<file path="config.mk">
export PLATFORM = sky130hd
export DESIGN_NAME = base32_stream_decoder
export DESIGN_NICKNAME = d
export VERILOG_FILES = /design/src/rtl/b32d_pkg.sv /design/src/rtl/base32_stream_decoder.sv /design/src/rtl/b32d_core.sv
export SDC_FILE = /design/constraint.sdc
export NUM_CORES = 1
export LEC_CHECK = 0
export BUFFER_PORTS_ARGS = -buffer_cell sky130_fd_sc_hd__buf_2
export CORE_AREA = 2 2 96 107
export DETAILED_ROUTE_END_ITERATION = 8
export DIE_AREA = 0 0 98 109
export PLACE_DENSITY = 0.69
export SETUP_SLACK_MARGIN = 0.3
export SYNTH_ARGS = -nofsm -noshare
export SYNTH_HDL_FRONTEND = slang
export SYNTH_SLANG_ARGS = --single-unit
</file>
<file path="constraint.sdc">
create_clock -name clk_i -period 3 [get_ports clk_i]
set_clock_uncertainty 0.1 [all_clocks]
set_input_delay 0.15 -clock clk_i [delete_from_list [all_inputs] [get_ports clk_i]]
set_output_delay 0.15 -clock clk_i [all_outputs]
set_load 0.005 [all_outputs]
</file>
<file path="src/rtl/b32d_pkg.sv">
`timescale 1ns / 1ps
`default_nettype none

package b32d_pkg;

  // Status codes reported with every result
  localparam logic [1:0] ERR_NONE     = 2'd0;
  localparam logic [1:0] ERR_SYMBOL   = 2'd1;
  localparam logic [1:0] ERR_OVERFLOW = 2'd2;

  // Register map: byte address 4*i, word index taken from paddr[2]
  localparam int unsigned PADDR_W         = 3;
  localparam logic        REG_OUT_LIMIT   = 1'b0;
  localparam logic [7:0]  OUT_LIMIT_RESET = 8'd64;

  // Symbol classes: 0..31 carry a value, the two upper codes do not
  localparam logic [5:0] SYM_SKIP = 6'd32;
  localparam logic [5:0] SYM_BAD  = 6'd33;

  localparam logic [7:0] ALPHA_COUNT = 8'd26;

  typedef struct packed {
    logic [7:0] symbol;
    logic       last_symbol;
  } b32d_req_t;

  typedef struct packed {
    logic       byte_valid;
    logic [7:0] data_byte;
    logic [1:0] status;
    logic [7:0] byte_count;
  } b32d_rsp_t;

  // Map one ASCII character to its 5-bit value or to a skip / bad class
  function automatic logic [5:0] b32d_classify(input logic [7:0] c);
    logic [5:0] code;
    code = SYM_BAD;
    case (c) inside
      [8'h41:8'h5A]: code = {1'b0, 5'(c - 8'h41)};
      [8'h61:8'h7A]: code = {1'b0, 5'(c - 8'h61)};
      [8'h32:8'h37]: code = {1'b0, 5'(c - 8'h32 + ALPHA_COUNT)};
      8'h20, 8'h09, 8'h0D, 8'h0A, 8'h3D: code = SYM_SKIP;
      default: code = SYM_BAD;
    endcase
    return code;
  endfunction

endpackage

`default_nettype wire

</file>
<file path="src/rtl/base32_stream_decoder.sv">
// Base32 stream decoder: one ASCII character per request, one result each.
// Input channel: in_valid_i / in_stall_o with in_req_i (symbol, last_symbol).
// Output channel: out_valid_o / out_stall_i with out_rsp_o (byte_valid,
// data_byte, status, byte_count). A request moves across either channel at
// a clock edge where valid is high and stall is low.
// The request passes through the input register, then the result register;
// a stall on the output channel can hold it in the input register between
// the two. Throughput: one character per cycle while the receiver does not
// stall, set by the single decode step between the two registers.
// When the receiver stalls, the result register holds; the input register
// still takes one more request if it is empty, then in_stall_o rises until
// the result drains. The request marked last_symbol clears the string state
// after its result is formed.
// Reset clears both registers' valid flags and the string state, and sets
// out_limit to 64. out_limit sits at byte address 0 of the APB port. The user
// must write it only while the block is idle; the block does not enforce it.
`timescale 1ns / 1ps
`default_nettype none

module base32_stream_decoder (
  input  wire logic                            clk_i,
  input  wire logic                            rst_ni,
  input  wire logic                            in_valid_i,
  output logic                                 in_stall_o,
  input  wire b32d_pkg::b32d_req_t             in_req_i,
  output logic                                 out_valid_o,
  input  wire logic                            out_stall_i,
  output b32d_pkg::b32d_rsp_t                  out_rsp_o,
  input  wire logic                            psel,
  input  wire logic                            penable,
  input  wire logic                            pwrite,
  input  wire logic [b32d_pkg::PADDR_W-1:0]    paddr,
  input  wire logic [31:0]                     pwdata,
  output logic [31:0]                          prdata,
  output logic                                 pready
);
  import b32d_pkg::*;

  logic       in_valid_q;
  b32d_req_t  in_req_q;
  logic       out_valid_q;
  b32d_rsp_t  out_rsp_q;
  b32d_rsp_t  rsp;
  logic       advance;
  logic [7:0] out_limit_q;

  // Move the held request on when the result register is free or draining
  assign advance    = in_valid_q && (!out_valid_q || !out_stall_i);
  assign in_stall_o = in_valid_q && !advance;

  // Input register
  always_ff @(posedge clk_i or negedge rst_ni) begin
    if (!rst_ni) begin
      in_valid_q <= 1'b0;
    end else if (!in_stall_o) begin
      in_valid_q <= in_valid_i;
    end
  end

  always_ff @(posedge clk_i) begin
    if (in_valid_i && !in_stall_o) begin
      in_req_q <= in_req_i;
    end
  end

  b32d_core u_core (
    .clk_i       (clk_i),
    .rst_ni      (rst_ni),
    .advance_i   (advance),
    .req_i       (in_req_q),
    .out_limit_i (out_limit_q),
    .rsp_o       (rsp)
  );

  // Result register: load on advance, drop once taken
  always_ff @(posedge clk_i or negedge rst_ni) begin
    if (!rst_ni) begin
      out_valid_q <= 1'b0;
    end else if (advance) begin
      out_valid_q <= 1'b1;
    end else if (!out_stall_i) begin
      out_valid_q <= 1'b0;
    end
  end

  always_ff @(posedge clk_i) begin
    if (advance) begin
      out_rsp_q <= rsp;
    end
  end

  assign out_valid_o = out_valid_q;
  assign out_rsp_o   = out_rsp_q;

  // Configuration register
  always_ff @(posedge clk_i or negedge rst_ni) begin
    if (!rst_ni) begin
      out_limit_q <= OUT_LIMIT_RESET;
    end else if (psel && penable && pwrite && pready && (paddr[2] == REG_OUT_LIMIT)) begin
      out_limit_q <= pwdata[7:0];
    end
  end

  assign pready = 1'b1;
  assign prdata = (paddr[2] == REG_OUT_LIMIT) ? {24'd0, out_limit_q} : 32'd0;

endmodule

`default_nettype wire

</file>
<file path="src/rtl/b32d_core.sv">
`timescale 1ns / 1ps
`default_nettype none

module b32d_core (
  input  wire logic               clk_i,
  input  wire logic               rst_ni,
  input  wire logic               advance_i,
  input  wire b32d_pkg::b32d_req_t req_i,
  input  wire logic [7:0]         out_limit_i,
  output b32d_pkg::b32d_rsp_t     rsp_o
);
  import b32d_pkg::*;

  logic [11:0] bit_buffer_q, bit_buffer_d, work_buffer;
  logic [3:0]  bit_count_q, bit_count_d, work_count, count_sum;
  logic [7:0]  decoded_count_q, decoded_count_d, work_decoded;
  logic [1:0]  error_code_q, error_code_d, work_error;
  logic [5:0]  code;
  logic [2:0]  shift;

  // Decode the held character against the current string state
  always_comb begin
    code         = b32d_classify(req_i.symbol);
    work_buffer  = bit_buffer_q;
    work_count   = bit_count_q;
    work_decoded = decoded_count_q;
    work_error   = error_code_q;
    count_sum    = bit_count_q + 4'd5;
    shift        = count_sum[2:0];
    rsp_o        = '0;

    if (error_code_q == ERR_NONE) begin
      if (code == SYM_BAD) begin
        work_error = ERR_SYMBOL;
      end else if (!code[5]) begin
        work_buffer = {bit_buffer_q[6:0], code[4:0]};
        work_count  = count_sum;
        if (count_sum >= 4'd8) begin
          if (decoded_count_q >= out_limit_i) begin
            work_error = ERR_OVERFLOW;
          end else begin
            // count_sum lies in 8..12, so its low bits give the shift
            work_count       = {1'b0, shift};
            rsp_o.byte_valid = 1'b1;
            rsp_o.data_byte  = 8'(work_buffer >> shift);
            work_decoded     = decoded_count_q + 8'd1;
          end
        end
      end
    end

    rsp_o.status     = work_error;
    rsp_o.byte_count = work_decoded;

    // Drop all string state after the final character
    if (req_i.last_symbol) begin
      bit_buffer_d    = '0;
      bit_count_d     = '0;
      decoded_count_d = '0;
      error_code_d    = ERR_NONE;
    end else begin
      bit_buffer_d    = work_buffer;
      bit_count_d     = work_count;
      decoded_count_d = work_decoded;
      error_code_d    = work_error;
    end
  end

  // Commit state when the request moves into the result register
  always_ff @(posedge clk_i or negedge rst_ni) begin
    if (!rst_ni) begin
      bit_buffer_q    <= '0;
      bit_count_q     <= '0;
      decoded_count_q <= '0;
      error_code_q    <= ERR_NONE;
    end else if (advance_i) begin
      bit_buffer_q    <= bit_buffer_d;
      bit_count_q     <= bit_count_d;
      decoded_count_q <= decoded_count_d;
      error_code_q    <= error_code_d;
    end
  end

endmodule

`default_nettype wire
</file>
# == Word-level counts from Yosys, hierarchy flattened ==
# Index checks and enable logic that the tools add are counted.
# word_totals
regBits,59
input_bits,51
out_inout_bits,54
wordCells,90
# op_classes
add_sub_neg,6
order_cmp,8
n_eq_ne,9
n_shift,1
muxes,30
bitwise_logic,3
n_reduce_logical,20
# ops
op,n
$mux 8,7
$mux 7,4
$eq 8x4->1 const B,3
$mux 4,6
$mux 6,3
$eq 8x6->1 const B,2
$ge 8x7->1 const B,2
$le 8x7->1 const B,2
$mux 2,6
$shr 12x3->8,1
$reduce_or 5->1,2
$sub 5x1->5 const B,2
$logic_and 1x1->1,9
$mux 9,1
$add 8x1->8 const B,1
$ge 8x6->1 const B,1
$ge 8x8->1,1
$le 8x6->1 const B,1
$eq 6x6->1 const B,1
$add 5x5->5 const B,1
$sub 5x5->5 const B,1
$add 4x3->4 const B,1
$ge 4x4->1 const B,1
$logic_not 1->1,4
9 further kinds,14

# == Longest topological paths before layout ==
# Gate-level depths: netlist of the first run.
# depth
ltp_word,10
depth_mapped,11
ltp_nobuf,9

# == Hierarchy ==
# A second synthesis of the first run with hierarchy kept.
# unflattened
hier_cells,349
area_unflattened_um2,3626.0
# by_module_without_submodules
module,instances,cells_each,area_each_um2,seq_area_each_um2
b32d_core,1,261,2118.3,525.5
base32_stream_decoder,1,88,1507.7,1092.3

# == Worst setup path after synthesis of the first run ==
# OpenSTA, ideal clock, no wires.
# synth_timing
path_kind,reg2reg
startpoint,register in_req_q[2] in the netlist's numbering
endpoint,register out_rsp_q (netlist bit out_rsp_o[14]) (data pin)
setup_ns,0.255
arrival_time_ns,2.019
required_ns,2.645
slack_ns,0.626
stages_incl_launch_ff,9
path_buffers,0
synth_period_minus_slack_ns,2.374
path_cell_list,edfxtp_1 inv_1 ha_1 or3b_2 a31oi_1 nor2_1 a21oi_1 nand3_1 and3_1
# synth_via
elab_chain_cells,8
elab_cells_between_ends,26
cone_classes,4 x add/sub; 6 x order compare; 6 x eq/ne; 1 x shift; 4 x mux; 5 x reduce/logical
# synth_rtl
element,line,source
from (decl),base32_stream_decoder.sv:40,b32d_req_t in_req_q;
from (signal assigned),base32_stream_decoder.sv:62,in_req_q <= in_req_i;
"parallel branches: the longest is 5 deep, another holds $sub 5x5->5",n/a,
$mux 6 (*),b32d_pkg.sv:38,case (c) inside
$eq 6x6->1,b32d_core.sv:33,if (code == SYM_BAD) begin
$reduce_or 5->1 (no source line),n/a,
to (signal assigned),base32_stream_decoder.sv:88,out_rsp_q <= rsp;
to (decl),base32_stream_decoder.sv:42,b32d_rsp_t out_rsp_q;
# Mark *: on every way between the ends.
# A chain may end at the register's enable or synchronous reset.

# == Worst setup path in the final report of the first run ==
# layout_timing
startpoint,register in_req_q[2] in the netlist's numbering
endpoint,register out_rsp_q (netlist bit out_rsp_o[10]) (data pin)
# The elaborated chain is that of the path after synthesis.

==> results.sh, run 1 <==
export IMPL_status="complete, no violations"
export IMPL_synth_edf_count=28
export IMPL_p_per_area_nw_per_um2=492.9
export IMPL_crit_start="in_req_q[2]"
export IMPL_r2r_end="out_rsp_o[10]"
export IMPL_synth_cells=374
export IMPL_drtIter0Drc=139
export IMPL_die_area_um2=10680
export IMPL_area_growth_pct=21.00
export IMPL_crit_buf_inv=1
export IMPL_overflow=0
export IMPL_route_vias_total=3035
export IMPL_clk_pin_slew_worst_paths_ps=80
export IMPL_final_antenna_net_count=0
export IMPL_fmax_mhz=390.5
export IMPL_end_kind="flip-flop"
export IMPL_avgViaCountPerCell=5.197
export IMPL_hold_ws_ps=282.5
export IMPL_endpoint="out_rsp_o[10]"
export IMPL_clockBufferDepth=2
export IMPL_reg2reg_from="in_req_q[2]"
export IMPL_rows=38
export IMPL_cap_violations=0
export IMPL_avgSynthCellArea_um2=10.05
export IMPL_slew_headroom=0.4196
export IMPL_p_leak_nw=2.016
export IMPL_syn_cell_area_um2=3760
export IMPL_worst_setup_path_type="reg -> reg"
export IMPL_grt_max_degree=32
export IMPL_cts_buffers_inserted=9
export IMPL_slowest_stage="edfxtp_1"
export IMPL_busiest_layer="met2"
export IMPL_io_buffers=53
export IMPL_slew_violations=0
export IMPL_crit_cells=8
export IMPL_fillerInstances=919
export IMPL_worst_pin_slew_ps=864.4
export IMPL_worst_setup_path_start_kind="flip-flop"
export IMPL_grtUsageTotal=0.1601
export IMPL_io_pins=105
export IMPL_critPathRequiredTime_ps=2980
export IMPL_finalCritPeriodShare=0.8537
export IMPL_grt_pass1_wl_um=13660
export IMPL_cp_max_fo=6
export IMPL_drt_wirelength_per_cell_um=14.02
export IMPL_diodes=0
export IMPL_dp_hpwl_um=5860
export IMPL_grt_use_met2=0.2818
export IMPL_rsz0062_at_grt="true"
export IMPL_synthDistinctLibCells=69
export IMPL_met1_usage=0.1837
export IMPL_gp_congestion=0.8565
export IMPL_tritoncts="built"
export IMPL_ys_flop_type="dfrtp_1"
export IMPL_drcViolationCount=0
export IMPL_final_cell_mix="buf_2, nand2_1, dfrtp_1, edfxtp_1, nor2_1"
export IMPL_yosysWarnings=0
export IMPL_finalHoldViolCount=0
export IMPL_antenna_found_initial=0
export IMPL_final_common_cell="buf_2"
export IMPL_firstDrtPassIters=4
export IMPL_cp_cell_sequence="buf_4 -> ha_1 -> a21boi_0 -> a21o_1 -> a2111oi_2 -> a311o_2 -> o311ai_1 -> nor4_2"
export IMPL_die_y_um=109
export IMPL_ir_drop_mv=0.2441
export IMPL_fin_nets=526
export IMPL_arrival_ps=2540
export IMPL_fp_dieW_um=98
export IMPL_yosysSeqAreaShare=0.4303
export IMPL_drt_wl_total_um=8190
export IMPL_r2r_slack_ps=440
export IMPL_grt_pass1_vias=2949
export IMPL_max_stage_delay_ps=420
export IMPL_setup_viol=0
export IMPL_yosys_register_bits=59
export IMPL_drive_gt1_frac=0.2629
export IMPL_fin_crit_ps=2561
export IMPL_r2r_cells=8
export IMPL_coreArea_um2=9652
export IMPL_insertion_delay_ps=350
export IMPL_fin_tns_setup_ps=0
export IMPL_clkSinkCount=59
export IMPL_async_flop_share=0.5254
export IMPL_start_util=0.3896
export IMPL_cpLargestDelayFamily="compound AO/OA/AOI/OAI gates"
export IMPL_hp_class="in -> async"
export IMPL_root_buffer="clkbuf_8"
export IMPL_htreeDepth=3
export IMPL_grtUsageMet3=0.04551
==> registers in the layout, indices dropped and copies added, names as in the netlist <==
signal	count
u_core.bit_count_q	4
out_valid_o	1
out_limit_q	8
out_rsp_o	19
u_core.bit_buffer_q	7
in_valid_q	1
u_core.error_code_q	2
in_req_q	9
u_core.decoded_count_q	8
==> per-layer routing <==
layer / vias up / wire [µm]
met5: - / 0
met4: 0 / 168
met3: 18 / 474
met2: 93 / 4214
met1: 1428 / 3331
li1: 1496 / -
==> how the worst min path moves through the flow <==
stage	end
3_3_place_gp	out_limit_q[7]
4_1_cts	out_limit_q[5]
3_5_place_dp	out_limit_q[7]
2_1_floorplan	in_valid_q
6_report	out_limit_q[5]
5_1_grt	out_limit_q[5]
==> metrics by stage <==
step                      area [µm²]  setup slack (ps)  cells    util  power, mW
after global routing            4549             281.0    584  0.4714      2.391
final                           4549             438.9    584  0.4714      2.242
after CTS                       4523             328.6    582  0.4686      2.258
after global placement          4086             268.8    541  0.4234      1.519
after floorplan                 3846             626.3    397       -      1.396
after detailed placement        4086             231.6    541  0.4234      1.541
==> layout make-up <==
class | instances | area, µm² | share of cell area
well taps | 120 | 150.1 | 0.03300
repair buffers | 91 | 600.6 | 0.1320
inverters | 19 | 73.82 | 0.01623
flip-flops and latches | 59 | 1619 | 0.3559
clock buffers | 11 | 152.6 | 0.03355
clock inverters | 5 | 36.28 | 0.007976
multi-input cells | 279 | 1917 | 0.4213
==> logic make-up after synthesis <==
logic type / count (synthesis) / share of synthesized area
fa+ha+maj: 16 / 0.05324
simple gates: 129 / 0.1870
other cells: 2 / 0.001997
xor+xnor: 10 / 0.02329
flops: 59 / 0.4303
mux: 20 / 0.05790
buf+inv: 59 / 0.08752
compound gates: 79 / 0.1587
==> what timing repair did <==
item | 4_1_cts | 5_1_grt
endpoints found under the hold margin | 49 | 0
buffers inserted | 5 | 2
endpoints found under the setup margin | 4 | 13
gates resized for setup | 2 | 5
hold buffers | 20 | 0
==> cells in the mapped netlist (all sizes together) (3+ instances only) <==
cell type  number  area, µm²
edfxtp         28      840.8
buf            29      216.5
nand3           5      25.02
nand2          36      142.6
inv            18      67.56
nand4           5      31.28
nor2b           7      43.79
nor3b           3      33.78
nor3           14      81.33
and3            5      36.28
mux2           14      157.7
and4            4      35.03
mux2i           6      60.06
o211ai          5      42.54
o2bb2ai         3      26.28
and2            4      25.02
a211oi          5      42.54
dfrtp          30      750.7
nor2           26      97.59
o21ai          13      65.06
xor2            4      35.03
xnor2           6      52.55
nand2b          7      43.79
a31oi           3      18.77
or3             4      30.03
ha             16      200.2
nor4            3      25.02
a21oi          15      75.07
a22o            8      70.07
clkbuf         11      41.29
==> report_power, final <==
part | internal, mW | switching, mW | leakage, nW
combinational | 0.237 | 0.302 | 1.26
sequential | 0.944 | 0.0755 | 0.667
clock | 0.350 | 0.334 | 0.0867
total | 1.53 | 0.712 | 2.02
Power figures use the tool's default switching activity.
==> inputs of run 2 (changes only) <==
CTS_BUF_LIST = sky130_fd_sc_hd__clkbuf_4 sky130_fd_sc_hd__clkbuf_8   (was unset)
==> run 2 against run 1 <==
Compared with the run above:
- sequential power barely moved
- count of clock-buffer cells in the layout is 1 lower
- maximum frequency up 0.29%
- power up 2.0%
- sequential cell count stayed put
- combinational power hardly changed
- core utilization increased by 0.091 points
- critical path depth unchanged
- non-clock buffer count did not move
- via count is essentially flat
- setup slack better by 7.4 ps
- largest power group unchanged
- highest routed layer unchanged
==> results.sh, run 2 (synthesized netlist as in run 1, its figures left out) <==
export IMPL_final_antenna_net_count=0
export IMPL_worst_setup_path_type="reg -> reg"
export IMPL_rows=38
export IMPL_grtUsageTotal=0.1604
export IMPL_io_buffers=53
export IMPL_cap_violations=0
export IMPL_cp_max_fo=6
export IMPL_gp_congestion=0.8565
export IMPL_root_buffer="clkbuf_8"
export IMPL_slew_headroom=0.4152
export IMPL_rsz0062_at_grt="true"
export IMPL_clockBufferDepth=2
export IMPL_diodes=0
export IMPL_final_cell_mix="buf_2, nand2_1, dfrtp_1, edfxtp_1, nor2_1"
export IMPL_fillerInstances=915
export IMPL_fin_nets=526
export IMPL_firstDrtPassIters=4
export IMPL_grt_pass1_vias=2949
export IMPL_drt_wl_total_um=8203
export IMPL_arrival_ps=2540
export IMPL_p_clk_frac=0.319
export IMPL_finalCritPeriodShare=0.8512
export IMPL_clk_pin_slew_worst_paths_ps=80
export IMPL_worst_pin_slew_ps=870.9
export IMPL_worst_setup_path_start_kind="flip-flop"
export IMPL_area_growth_pct=21.23
export IMPL_grt_max_degree=32
export IMPL_internal_power_mw=1.573
export IMPL_drtIter0Drc=143
export IMPL_ir_drop_mv=0.2453
export IMPL_clkSinkCount=59
export IMPL_fin_crit_ps=2554
export IMPL_htreeDepth=3
export IMPL_cts_buffers_inserted=9
export IMPL_finalHoldViolCount=0
export IMPL_seqPwrFrac=0.446
export IMPL_switchingPower_uw=714.7
export IMPL_status="complete, no violations"
export IMPL_fmax_mhz=391.6
export IMPL_dp_hpwl_um=5860
export IMPL_swShare=0.3124
export IMPL_fp_dieW_um=98
export IMPL_final_common_cell="buf_2"
export IMPL_io_pins=105
export IMPL_p_per_area_nw_per_um2=502.0
export IMPL_coreArea_um2=9652
export IMPL_route_vias_total=3033
export IMPL_tritoncts="built"
export IMPL_drive_gt1_frac=0.2651
export IMPL_overflow=0
export IMPL_fin_util=0.4723
export IMPL_antenna_found_initial=0
export IMPL_hold_ws_ps=281.2
export IMPL_setup_viol=0
export IMPL_end_kind="flip-flop"
export IMPL_grt_pass1_wl_um=13680
export IMPL_drcViolationCount=0
export IMPL_start_util=0.3896
export IMPL_slew_violations=0
export IMPL_fin_tns_setup_ps=0
export IMPL_insertion_delay_ps=350
export IMPL_largest_reg_flops=19
export IMPL_avgViaCountPerCell=5.193
export IMPL_die_area_um2=10680
export IMPL_critPathRequiredTime_ps=2980
export IMPL_p_leak_nw=2.022
export IMPL_combPwrFrac=0.235
export IMPL_die_y_um=109
export IMPL_drt_wirelength_per_cell_um=14.05
export IMPL_hp_class="in -> async"
[run 2: repair_timing]
| item | CTS | global route |
|---|---|---|
| hold buffers | 20 | 0 |
| hold endpoints to repair | 49 | 0 |
| buffers inserted | 5 | 2 |
| gates cloned | 0 | 0 |
| setup endpoints to repair | 5 | 13 |
| resized for setup | 2 | 5 |
[run 2: power by group through the flow]
stage          sequential (mW)  clock [mW]  combinational, mW
3_5_place_dp              1.04           0              0.500
3_3_place_gp              1.03           0              0.485
4_1_cts                   1.02       0.748              0.535
6_report                  1.02       0.730              0.538
5_1_grt                   1.04       0.793              0.607
2_1_floorplan             1.02           0              0.379
[run 2: area by class of cell]
| cell class | count | area, µm² | area share |
|---|---|---|---|
| inverter | 19 | 73.82 | 0.01620 |
| sequential | 59 | 1619 | 0.3552 |
| tap | 120 | 150.1 | 0.03294 |
| clock inverter | 6 | 66.31 | 0.01455 |
| timing repair buffer | 91 | 600.6 | 0.1318 |
| clock buffer | 10 | 131.4 | 0.02882 |
| multi-input combinational | 279 | 1917 | 0.4205 |
[run 2: stage by stage]
stage | instance area, µm² | total power, mW | std cells | setup WS, ps
2_1_floorplan | 3846 | 1.396 | 397 | 626.3
3_3_place_gp | 4086 | 1.519 | 541 | 268.8
3_5_place_dp | 4086 | 1.541 | 541 | 231.6
4_1_cts | 4532 | 2.302 | 582 | 328.6
5_1_grt | 4558 | 2.436 | 584 | 281.0
6_report | 4558 | 2.288 | 584 | 446.3
[run 2: critical path, stage by stage, from the launching register on]
cell and delay (ps):
edfxtp_1 420, buf_4 180, ha_1 200, a21boi_0 260
a21o_1 210, a2111oi_2 80, a311o_2 390, o311ai_1 340
nor4_2 100
[run 2: worst paths after layout]
check / from / to / slack, ps / cells after the start
max in group asynchronous: rst_ni / u_core.decoded_count_q[2] / 2000 / 2
min reg2reg: in_valid_q / out_valid_o / 390 / 1
min: rst_ni / out_limit_q[5] / 280 / 2
min in group clk_i: pwrite / out_limit_q[1] / 370 / 3
max reg2reg: in_req_q[2] / out_rsp_o[10] / 450 / 8
max: in_req_q[2] / out_rsp_o[10] / 450 / 8
[run 2: routing by layer]
| metal | global-route usage | part of all wire |
|---|---|---|
| met2 | 0.2813 | 0.51 |
| met4 | 0.06647 | 0.024 |
| met5 | 0 | 0 |
| met3 | 0.04551 | 0.053 |
| met1 | 0.1849 | 0.41 |
==> inputs of run 3 (changes only) <==
ABC_AREA = 1   (was unset)
CORE_AREA = 2 2 76 133   (was 2 2 96 107)
DIE_AREA = 0 0 78 135   (was 0 0 98 109)
RECOVER_POWER = 50   (was unset)
==> run 3 against run 2 <==
Compared with the run above:
- the run now ends with capacitance limit, slew limit left
- critical path depth fell by 2
- non-clock buffer count fell by 17
- routed wire length fell by 6.8%
- sequential share of layout area rose by 1.5 points
- core utilization fell by 0.76 points
- global-route usage fell by 0.61 points
- die area fell by 1.4%
- critical endpoint is now out_rsp_o[16]
- maximum frequency rose by 7.1%
==> results.sh, run 3 <==
export IMPL_worst_setup_path_start_kind="flip-flop"
export IMPL_die_area_um2=10530
export IMPL_final_common_cell="nand2_1"
export IMPL_fmax_mhz=419.2
export IMPL_setup_viol=0
export IMPL_clockBufferDepth=2
export IMPL_route_vias_total=3006
export IMPL_hp_class="in -> reg"
export IMPL_worst_setup_path_type="reg -> reg"
export IMPL_status="finished, violations left"
export IMPL_placedInstanceArea_um2=3978
export IMPL_slowest_stage="dfrtp_1"
export IMPL_fin_tns_setup_ps=0
export IMPL_clkSinkCount=59
export IMPL_yosysMostFrequentCell="nand2_1"
export IMPL_grt_pass1_vias=2891
export IMPL_finalCritPeriodShare=0.7951
export IMPL_overflow=0
export IMPL_fin_nets=592
export IMPL_p_per_area_nw_per_um2=515.3
export IMPL_crit_buf_inv=2
export IMPL_ir_drop_mv=0.2406
export IMPL_cts_resized=0
export IMPL_synth_largest_area_cell="edfxtp_1"
export IMPL_ys_flop_type="dfrtp_1"
export IMPL_fin_ws_ps=614.7
export IMPL_grtUsageTotal=0.1543
export IMPL_arrival_ps=2380
export IMPL_area_growth_pct=18.48
export IMPL_avgViaCountPerCell=4.610
export IMPL_yosys_top_cells_count="nand2_1, inv_1, nand3_1"
export IMPL_avgSynthCellArea_um2=8.218
export IMPL_drcViolationCount=0
export IMPL_slew_violations=32
export IMPL_cpLargestDelayFamily="flip-flops"
export IMPL_cp_common_cell="inv_1"
export IMPL_total_power_mw=2.253
export IMPL_reg2reg_from="u_core.bit_count_q[0]"
export IMPL_post_place_ws_ps=668.8
export IMPL_r2r_slack_ps=610
export IMPL_dp_hpwl_um=5933
export IMPL_synth_edf_count=28
export IMPL_finalHoldViolCount=0
export IMPL_yosysSeqAreaShare=0.4385
export IMPL_gp_congestion=0.8734
export IMPL_drt_wirelength_per_cell_um=11.73
export IMPL_die_y_um=135
export IMPL_hold_ws_ps=321.6
export IMPL_clk_pin_slew_worst_paths_ps=70
export IMPL_drtIter0Drc=162
export IMPL_yosys_register_bits=59
export IMPL_slew_headroom=-0.1602
export IMPL_diodes=0
export IMPL_firstDrtPassIters=4
export IMPL_rsz0062_at_grt="false"
export IMPL_antenna_found_initial=0
export IMPL_violations="capacitance limit, slew limit"
export IMPL_rows=47
export IMPL_cap_violations=1
export IMPL_root_buffer="clkbuf_8"
export IMPL_p_leak_nw=2.202
export IMPL_drt_wl_total_um=7647
export IMPL_crit_start="u_core.bit_count_q[0]"
export IMPL_insertion_delay_ps=350
export IMPL_synth_top_area_share=0.2279
export IMPL_grt_pass1_wl_um=12720
export IMPL_drive_gt1_frac=0.1736
export IMPL_hold_start="pwrite"
export IMPL_yosysWarnings=0
export IMPL_r2r_end="out_rsp_o[16]"
export IMPL_synth_cells=449
export IMPL_end_kind="flip-flop"
export IMPL_largest_reg_flops=19
export IMPL_synthDistinctLibCells=40
export IMPL_post_cts_buffers=0
export IMPL_syn_cell_area_um2=3690
export IMPL_cp_max_fo=21
export IMPL_max_stage_delay_ps=700
export IMPL_final_antenna_net_count=0
export IMPL_htreeDepth=3
export IMPL_r2r_cells=6
export IMPL_start_util=0.3922
export IMPL_grt_max_degree=32
export IMPL_tritoncts="built"
export IMPL_cts_buffers_inserted=9
export IMPL_async_flop_share=0.5254
export IMPL_critPathRequiredTime_ps=2990
export IMPL_fp_dieW_um=78
export IMPL_cp_cell_sequence="ha_1 -> inv_1 -> mux2i_1 -> o22ai_1 -> inv_1 -> nor2_1"
export IMPL_fin_crit_ps=2385
export IMPL_io_buffers=53
export IMPL_endpoint="out_rsp_o[16]"
export IMPL_io_pins=105
export IMPL_final_area_um2=4372
export IMPL_coreArea_um2=9409
export IMPL_final_cell_mix="nand2_1, inv_1, nand3_1, buf_2, nor2_1"
export IMPL_worst_pin_slew_ps=1740
export IMPL_crit_cells=6
export IMPL_synth_area_top_cells="edfxtp_1, dfrtp_1, nand2_1, inv_1, ha_1"
-- run 3: cell types whose count changed after synthesis, sizes merged, moves of 8 or more --
cell   delta
nand2    +83
inv      +50
nand3    +32
nor2     +19
mux2     -14
nor3     -11
a22o      -8
-- run 3: kinds of logic after synthesis --
group                    Yosys count  share of synthesized area
multiplexers                       3                   0.008139
adder cells (fa/ha/maj)           16                    0.05426
buffers and inverters            100                     0.1312
XOR/XNOR                           3                   0.009158
flip-flops                        59                     0.4385
AND/OR/NAND/NOR                  215                     0.2767
AO/OA/AOI/OAI                     51                    0.08003
other                              2                   0.002035
-- run 3: cell type report --
cell class	count	area (µm²)
timing repair buffer	74	455.4
clock inverter	4	46.29
sequential	59	1618
multi-input combinational	313	1674
inverter	68	260.3
fill	921	5037
clock buffer	12	165.2
tap	122	152.6
-- run 3: metrics by stage --
| stage | instances | util |
|---|---|---|
| global placement | 616 | 0.4227 |
| finish | 652 | 0.4646 |
| global route | 652 | 0.4646 |
| detailed placement | 616 | 0.4227 |
| floorplan | 472 | - |
| CTS | 652 | 0.4665 |
-- run 3: how the worst min path moves through the flow --
| stage | end | slack [ps] | depth (start not counted) |
|---|---|---|---|
| 3_5_place_dp | out_limit_q[7] | 150 | 1 |
| 2_1_floorplan | in_valid_q | -250 | 0 |
| 3_3_place_gp | out_limit_q[4] | 140 | 1 |
| 5_1_grt | in_req_q[1] | 400 | 2 |
| 6_report | out_limit_q[6] | 320 | 3 |
| 4_1_cts | u_core.bit_count_q[1] | 310 | 2 |
-- run 3: power breakdown --
group          switching (mW)  total (mW)  leakage, nW  internal, mW
combinational           0.325       0.507         1.42         0.182
clock                   0.312       0.760        0.113         0.449
sequential             0.0504       0.985        0.671         0.935
total                   0.687        2.25         2.20          1.57
-- run 3: repair_timing --
| action | 4_1_cts | 5_1_grt |
|---|---|---|
| hold buffers | 20 | 0 |
| endpoints found under the hold margin | 49 | 0 |
| endpoints found under the setup margin | 0 | 0 |
-- run 3: routing by layer --
layer	GRT usage	part of all wire	wire, µm	vias to the layer above
met5	0	0	0	-
met4	0.07992	0.034	263	0
met3	0.03543	0.042	319	21
met2	0.3017	0.56	4304	76
met1	0.1445	0.36	2759	1364
li1	-	-	-	1545
-- run 3: tightest hold or removal path, delay by kind of cell --
kind	cells	cell delay, ps
AND/OR/NAND/NOR	1	390
AO/OA/AOI/OAI	1	130
buffers and inverters	1	90
